**src/slid_pkg.sv**
```systemverilog
// Types and constants of the sorted list insert/delete core.
`timescale 1ns / 1ps
`default_nettype none

package slid_pkg;

  localparam int unsigned CAPACITY  = 16;
  localparam int unsigned VALUE_W   = 32;
  localparam int unsigned COUNT_W   = 5;
  localparam int unsigned STATUS_W  = 2;
  localparam int unsigned IN_DATA_W = 32;
  localparam int unsigned OUT_DATA_W = 40;

  typedef enum logic {
    FUNC_INSERT = 1'b0,
    FUNC_DELETE = 1'b1
  } func_e;

  typedef enum logic [STATUS_W-1:0] {
    ST_DONE      = 2'd0,
    ST_FULL      = 2'd1,
    ST_NOT_FOUND = 2'd2
  } status_e;

  // Command broadcast to every cell in the row.
  typedef struct packed {
    logic                      ins_en;
    logic                      del_en;
    logic signed [VALUE_W-1:0] value;
  } cell_cmd_t;

  // Compare results a cell shows to its neighbors and to the control logic.
  typedef struct packed {
    logic ins_cond;   // slot is free or holds a value larger than the request
    logic del_ge;     // slot is occupied and holds a value not below the request
    logic del_first;  // first occupied slot that equals the request
  } cell_flags_t;

endpackage

`default_nettype wire

```
**src/slid_cell.sv**
```systemverilog
// One slot of the sorted row: holds a value and shifts toward either neighbor.
`timescale 1ns / 1ps
`default_nettype none

module slid_cell #(
  parameter int unsigned Index  = 0,
  parameter int unsigned CountW = 5
) (
  input  wire logic                                clk_i,
  input  wire logic                                rst_ni,
  input  wire logic [CountW-1:0]                   count_i,
  input  wire slid_pkg::cell_cmd_t                 cmd_i,
  input  wire logic signed [slid_pkg::VALUE_W-1:0] left_value_i,
  input  wire slid_pkg::cell_flags_t               left_flags_i,
  input  wire logic signed [slid_pkg::VALUE_W-1:0] right_value_i,
  output logic signed [slid_pkg::VALUE_W-1:0]      value_o,
  output slid_pkg::cell_flags_t                    flags_o
);

  logic signed [slid_pkg::VALUE_W-1:0] value_q;
  logic signed [slid_pkg::VALUE_W-1:0] value_d;
  logic signed [slid_pkg::VALUE_W-1:0] req_value;
  logic                                occupied;
  logic                                upd_en;

  // Slots below the entry count hold the sorted entries.
  assign occupied  = count_i > CountW'(Index);
  assign req_value = cmd_i.value;

  always_comb begin
    flags_o.ins_cond  = !occupied || (req_value < value_q);
    flags_o.del_ge    = occupied && !(value_q < req_value);
    flags_o.del_first = occupied && (value_q == req_value) && !left_flags_i.del_ge;
  end

  // Insert: slots from the insert point on move one place up, the insert point
  // takes the new value. Delete: slots from the match on take their upper neighbor.
  always_comb begin
    value_d = value_q;
    upd_en  = 1'b0;
    if (cmd_i.ins_en && flags_o.ins_cond) begin
      upd_en  = 1'b1;
      value_d = left_flags_i.ins_cond ? left_value_i : req_value;
    end else if (cmd_i.del_en && flags_o.del_ge) begin
      upd_en  = 1'b1;
      value_d = right_value_i;
    end
  end

  always_ff @(posedge clk_i or negedge rst_ni) begin
    if (!rst_ni) begin
      value_q <= '0;
    end else if (upd_en) begin
      value_q <= value_d;
    end
  end

  assign value_o = value_q;

endmodule

`default_nettype wire

```
**src/sorted_list_insert_delete_core.sv**
```systemverilog
// Sorted list core: a row of compare-and-shift cells with a registered result.
// The block keeps up to CAPACITY signed 32-bit values in ascending order. A
// request with tuser 0 inserts the value after any equal entries; tuser 1
// deletes one equal entry. Each request yields one result in the cycle after it
// is accepted, and a new request can be taken every cycle while the result side
// keeps up. The cycle is set by one compare in each cell plus an OR over the
// cells' match flags that decides whether a delete shifts the row. The result
// shows the status in tuser and the count, smallest value and empty flag in
// tdata; the value slots need no clearing after reset.
`timescale 1ns / 1ps
`default_nettype none

module sorted_list_insert_delete_core #(
  parameter int unsigned CAPACITY = slid_pkg::CAPACITY
) (
  input  wire logic                               clk_i,
  input  wire logic                               rst_ni,
  input  wire logic                               s_axis_tvalid,
  output logic                                    s_axis_tready,
  input  wire logic [slid_pkg::IN_DATA_W-1:0]     s_axis_tdata,  // [31:0] value
  input  wire logic                               s_axis_tuser,  // [0] func
  output logic                                    m_axis_tvalid,
  input  wire logic                               m_axis_tready,
  // [4:0] count, [36:5] smallest, [37] is_empty, [39:38] zero
  output logic [slid_pkg::OUT_DATA_W-1:0]         m_axis_tdata,
  output logic [slid_pkg::STATUS_W-1:0]           m_axis_tuser   // [1:0] status
);

  localparam int unsigned CountW = $clog2(CAPACITY + 1);

  logic [CountW-1:0]         count_q;
  logic [CountW-1:0]         count_d;
  slid_pkg::status_e         status_q;
  slid_pkg::status_e         status_d;
  logic                      out_valid_q;
  logic                      out_valid_d;
  logic                      in_acc;
  logic                      is_insert;
  logic                      full;
  logic                      found;
  logic [CAPACITY-1:0]       first_vec;
  slid_pkg::cell_cmd_t       cmd;
  slid_pkg::cell_flags_t     flags   [CAPACITY];
  logic signed [slid_pkg::VALUE_W-1:0] values [CAPACITY];
  logic signed [slid_pkg::VALUE_W-1:0] smallest;
  logic                      is_empty;

  assign s_axis_tready = !out_valid_q || m_axis_tready;
  assign in_acc        = s_axis_tvalid && s_axis_tready;
  assign is_insert     = s_axis_tuser == slid_pkg::FUNC_INSERT;
  assign full          = count_q == CountW'(CAPACITY);

  // At most one cell flags itself as the first match.
  always_comb begin
    for (int i = 0; i < CAPACITY; i++) begin
      first_vec[i] = flags[i].del_first;
    end
  end
  assign found = |first_vec;

  always_comb begin
    cmd.value  = s_axis_tdata[slid_pkg::VALUE_W-1:0];
    cmd.ins_en = in_acc && is_insert && !full;
    cmd.del_en = in_acc && !is_insert && found;
  end

  generate
    for (genvar g = 0; g < CAPACITY; g++) begin : g_cell
      logic signed [slid_pkg::VALUE_W-1:0] left_value;
      logic signed [slid_pkg::VALUE_W-1:0] right_value;
      slid_pkg::cell_flags_t               left_flags;

      if (g == 0) begin : g_first
        assign left_value = values[g];
        assign left_flags = '0;
      end else begin : g_inner
        assign left_value = values[g-1];
        assign left_flags = flags[g-1];
      end

      if (g == CAPACITY - 1) begin : g_last
        assign right_value = values[g];
      end else begin : g_notlast
        assign right_value = values[g+1];
      end

      slid_cell #(
        .Index  (g),
        .CountW (CountW)
      ) u_cell (
        .clk_i         (clk_i),
        .rst_ni        (rst_ni),
        .count_i       (count_q),
        .cmd_i         (cmd),
        .left_value_i  (left_value),
        .left_flags_i  (left_flags),
        .right_value_i (right_value),
        .value_o       (values[g]),
        .flags_o       (flags[g])
      );
    end
  endgenerate

  always_comb begin
    count_d  = count_q;
    status_d = status_q;
    if (in_acc) begin
      if (is_insert) begin
        if (full) begin
          status_d = slid_pkg::ST_FULL;
        end else begin
          status_d = slid_pkg::ST_DONE;
          count_d  = count_q + CountW'(1);
        end
      end else begin
        if (found) begin
          status_d = slid_pkg::ST_DONE;
          count_d  = count_q - CountW'(1);
        end else begin
          status_d = slid_pkg::ST_NOT_FOUND;
        end
      end
    end
  end

  assign out_valid_d = in_acc || (out_valid_q && !m_axis_tready);

  always_ff @(posedge clk_i or negedge rst_ni) begin
    if (!rst_ni) begin
      count_q     <= '0;
      status_q    <= slid_pkg::ST_DONE;
      out_valid_q <= 1'b0;
    end else begin
      count_q     <= count_d;
      status_q    <= status_d;
      out_valid_q <= out_valid_d;
    end
  end

  // The row only changes when a request is taken, which is also when the
  // pending result leaves, so the result can be read straight from the state.
  assign is_empty = count_q == '0;
  assign smallest = is_empty ? '0 : values[0];

  assign m_axis_tvalid = out_valid_q;
  assign m_axis_tuser  = status_q;
  assign m_axis_tdata  = {2'b00, is_empty, smallest, slid_pkg::COUNT_W'(count_q)};

endmodule

`default_nettype wire

```
**config.mk**
```make
export PLATFORM = sky130hd
export DESIGN_NAME = sorted_list_insert_delete_core
export DESIGN_NICKNAME = d
export VERILOG_FILES = /design/src/slid_pkg.sv /design/src/slid_cell.sv /design/src/sorted_list_insert_delete_core.sv
export SDC_FILE = /design/constraint.sdc
export NUM_CORES = 2
export LEC_CHECK = 0
export BUFFER_PORTS_ARGS = -buffer_cell sky130_fd_sc_hd__buf_4
export CAP_MARGIN = 20
export CORE_UTILIZATION = 34
export CTS_BUF_LIST = sky130_fd_sc_hd__clkbuf_4 sky130_fd_sc_hd__clkbuf_8
export CTS_CLUSTER_DIAMETER = 100
export DETAILED_ROUTE_END_ITERATION = 8
export PLACE_DENSITY = 0.48
export SKIP_CTS_REPAIR_TIMING = 1
export SLEW_MARGIN = 40
export SYNTH_ARGS = -nofsm -noshare
export SYNTH_HDL_FRONTEND = slang
export SYNTH_HIERARCHICAL = 1
export SYNTH_SLANG_ARGS = --single-unit
```
**constraint.sdc**
```tcl
create_clock -name clk_i -period 6.35 [get_ports clk_i]
set_input_delay 0.3175 -clock clk_i [delete_from_list [all_inputs] [get_ports clk_i]]
set_output_delay 0.3175 -clock clk_i [all_outputs]
set_load 0.01 [all_outputs]
```
# == Word level (Yosys, flattened, before mapping) ==
# Cells that the tools add are included.
# word_totals
ff_bits,520
in_bits,37
out_inout_bits,44
elab_cells,360
# classes
add_sub_neg,2
n_lt_le_gt_ge,48
eq_ne,19
n_mux,84
bitwise_logic,1
reduce_logical,187
# op_table
op,count
$mux 32,46
$lt 32x32->1,32
$eq 32x32->1,16
$logic_and 1x1->1,85
$logic_not 1->1,50
$gt 5x4->1 const B,8
$mux 1,33
$reduce_and 2->1,16
$reduce_bool 2->1,15
$gt 5x3->1 const B,4
$logic_or 1x1->1,18
$reduce_or 16->1,1
$mux 5,3
$gt 5x1->1 const B,2
$gt 5x2->1 const B,2
$add 5x1->5 const B,1
$eq 5x5->1 const B,1
$logic_not 5->1,1
$sub 5x1->5 const B,1
$mux 2,2
$reduce_and 3->1,1
$ne 2x1->1 const B,1
$ne 2x2->1 const B,1
$not 1->1,1

# == Logic depth before layout (Yosys ltp) ==
# logic_depth
word_depth,11
ltp_mapped,21
mapped_depth_nobuf,19

# == Modules after synthesis ==
# The synthesis kept the hierarchy.
# modules_own_cells
mod,instances,cells_each,area_per_inst_um2,seq_area_each_um2
slid_cell (g_cell[10].u_cell ...),3,351,2957.8,800.8
slid_cell (g_cell[0].u_cell ...),2,352,2956.6,800.8
slid_cell (g_cell[7].u_cell),1,502,3860.0,800.8
slid_cell (g_cell[15].u_cell),1,433,3804.9,800.8
slid_cell (g_cell[2].u_cell),1,350,2957.8,800.8
slid_cell (g_cell[6].u_cell),1,350,2956.6,800.8
slid_cell (g_cell[9].u_cell),1,351,2955.3,800.8
slid_cell (g_cell[5].u_cell),1,350,2954.1,800.8
slid_cell (g_cell[13].u_cell),1,350,2952.8,800.8
slid_cell (g_cell[1].u_cell),1,350,2951.6,800.8
slid_cell (g_cell[11].u_cell),1,350,2950.3,800.8
slid_cell (g_cell[3].u_cell),1,350,2949.1,800.8
slid_cell (g_cell[14].u_cell),1,379,2912.8,800.8
sorted_list_insert_delete_core,1,85,772.0,200.2

# == Worst setup path before layout ==
# OpenSTA, ideal clock, no wires.
# synth_timing
kind,register to register
start,register g_cell[7].u_cell.value_q (netlist bit g_cell[7].u_cell/value_o[14])
end,register g_cell[7].u_cell.value_q (netlist bit g_cell[7].u_cell/value_o[15])
setup_time_ns,0.127
arrival_ns,4.963
t_required_ns,6.223
slack_ns,1.259
path_stages_with_launch,20
path_buffers,2
synth_period_minus_slack_ns,5.091
path_cell_list,dfrtp_1 ha_1 a21oi_1 nand2_1 a221o_1 o31a_1 nor2_1 xor2_1 and2_1 nor3b_1 nor4_1 and4_1 nor3_2 clkbuf_1 and3_1 a21bo_2 clkbuf_1 nand4_1 nand3_1 mux2_1
# synth_lines
element,line,rtl
"start, declared",slid_cell.sv:20,logic signed [slid_pkg::VALUE_W-1:0] value_q;
"start signal, assigned",slid_cell.sv:54,value_q <= value_d;

==> flow_summary.ini <==
[run_status]
run_status = finished, violations left
violations = negative hold slack

[clock_tree]
tritoncts.num_buffers = 109
root_buffer = clkbuf_8
cts_htree_levels = 3
cts_max_path_buffers = 3
worstSkewPairLatency_ns = 0.85
tritoncts_num_sinks = 520
clkTransAtPathRegs_ns = 0.07
tritoncts = built

[run]
cap_violations = 0

[global_route]
antenna_found_initial = 7
grt_start_max_net_pins = 140
first_global_vias = 44500
grt_overflow_total = 0
grtUsageTotal = 0.251
grt_pass1_wl_mm = 288

[timing]
hold_ws_ns = -0.00536
finalSetupViolations = 0
slew_headroom = 0.383
setup_repair_after_global_routing_missed_its_margin = false
fmaxAchievable_ghz = 0.175
timing_max_transition_violations_final = 0
tns_ns = 0
period_minus_slack_ns = 5.71
timing.final.crit_share = 0.899
worst_slew_pin_slew_ns = 0.903
hold_violations = 2
clock-skew-final_ns = 0.0535

[setup_path]
cp.arrival_ns = 6.40
worst_setup_path_end_kind = register
critical_path_type = register to register
worst_setup_path_start_kind = register
critical_path.max_fanout = 64
required_ns = 7.04

[hold_path]
hold_class = input port to asynchronous set/reset pin

[die]
num_io_pins = 81
design.die.area_sq_um = 148000
die_height_um = 384
coreArea_sq_um = 144000
floorplan.initialDensity = 0.345
row_count = 139
die_width_um = 384

[power]
worst_ir_drop_vdd_uv = 301
cellLeakagePower_uw = 0.0246
total_power_density_per_cell_area_nw_per_um2 = 500

[route]
detail_route.vias_per_cell = 5.91
drc = 0
drt_pass1_iterations = 6
routed-via-count = 46500
wl_mm = 189
ant_nets = 0
avgRoutedWirePerCell_um = 24.0
initialDrtViolationCount = 4255

[finish]
num-nets-final = 6416
area_growth_syn_to_layout_pct = 11.5
finalCoreUtilization = 0.384
layout-drive-gt1-share = 0.117

[synth]
syn-mean-instance-area_sq_um = 8.35
synth_warnings = 6
synthesis.instances = 5954
post_synth_instance_area_sq_um = 49700

[place]
hpwl_mm = 134
io_buffer_count = 78
routabilityCongestion = 0.849
## cells in the final DEF (no fill, tap or decap), types with 65 or more instances in the layout
cell	n
clkbuf_8	145
a21oi_1	219
inv_1	533
a21boi_0	416
buf_4	214
nand3_1	146
nand2_1	641
nand4_1	185
o211ai_1	419
o21ai_0	177
and3_1	385
nor2_1	65
dfrtp_1	519
mux2i_1	81
ha_1	515
o31a_1	430
## final timing paths
kind / start / end / slack [ns] / depth (start not counted)
worst max-delay path: g_cell[0].u_cell/value_o[14] / g_cell[4].u_cell/value_o[9] / 0.64 / 18
worst min register to register: m_axis_tuser[0] / m_axis_tuser[0] / 0.51 / 1
max in group asynchronous: rst_ni / g_cell[10].u_cell/value_o[4] / 4.67 / 5
min in group clk_i: s_axis_tdata[1] / g_cell[15].u_cell/value_o[1] / 0.02 / 3
worst min-delay path: rst_ni / g_cell[0].u_cell/value_o[17] / -0.005 / 2
worst max register to register: g_cell[0].u_cell/value_o[14] / g_cell[4].u_cell/value_o[9] / 0.64 / 18
## power by group
part / switching (uW) / leakage, uW / total (uW) / internal (uW)
registers: 2710 / 0.00579 / 7720 / 5010
logic: 9160 / 0.0174 / 15800 / 6600
clock network: 1800 / 0.00134 / 4240 / 2440
total: 13700 / 0.0246 / 27700 / 14000
## routing by layer
| metal | up-vias | wire, um | GRT usage |
|---|---|---|---|
| li1 | 22200 | - | - |
| met5 | - | 21 | 0 |
| met3 | 257 | 10300 | 0.0359 |
| met4 | 4 | 5460 | 0.0801 |
| met2 | 1223 | 78100 | 0.359 |
| met1 | 22800 | 95000 | 0.380 |
## critical path, stage by stage, from the launching register on
cell	delay [ns]
dfrtp_1	0.49
ha_1	0.37
nand4_1	0.16
a2111oi_0	0.84
o31a_1	0.31
nor2_1	0.07
xnor2_1	0.33
nor2_1	0.08
nor3b_1	0.55
nor4_1	0.15
and4_1	0.27
nor3_4	0.28
buf_12	0.24
buf_4	0.18
nand2_1	0.05
or4_1	0.45
buf_12	0.22
and3_1	0.20
o31a_1	0.27
## through the flow
step / instances / setup WS, ns / power, uW / cell area, sq um / hold WS, ns
floorplan: 5957 / 1.26 / 18000 / 49800 / 0.0219
global placement: 7640 / 0.0527 / 23100 / 52600 / 0.469
detailed placement: 7647 / 0.285 / 23300 / 52800 / 0.284
CTS: 7851 / 0.774 / 27700 / 55300 / -0.671
global route: 7863 / 0.451 / 30000 / 55400 / 0.00892
finish: 7865 / 0.644 / 27700 / 55500 / -0.00536
## final cells by class
class	instances	area [sq um]
antenna	6	15.0
clock buffer	180	2260
clock inverter	24	256
fill	14700	88900
inverter	534	2000
multi-input combinational	4432	32900
sequential	520	13000
tap	1903	2380
timing repair buffer	266	2620
## state kept, by name, indices dropped and copies added (netlist names)
name	count
count_q	5
g_cell.u_cell/value_o	512
m_axis_tuser	2
m_axis_tvalid	1
Note: power is estimated with default switching activity, not from simulation.
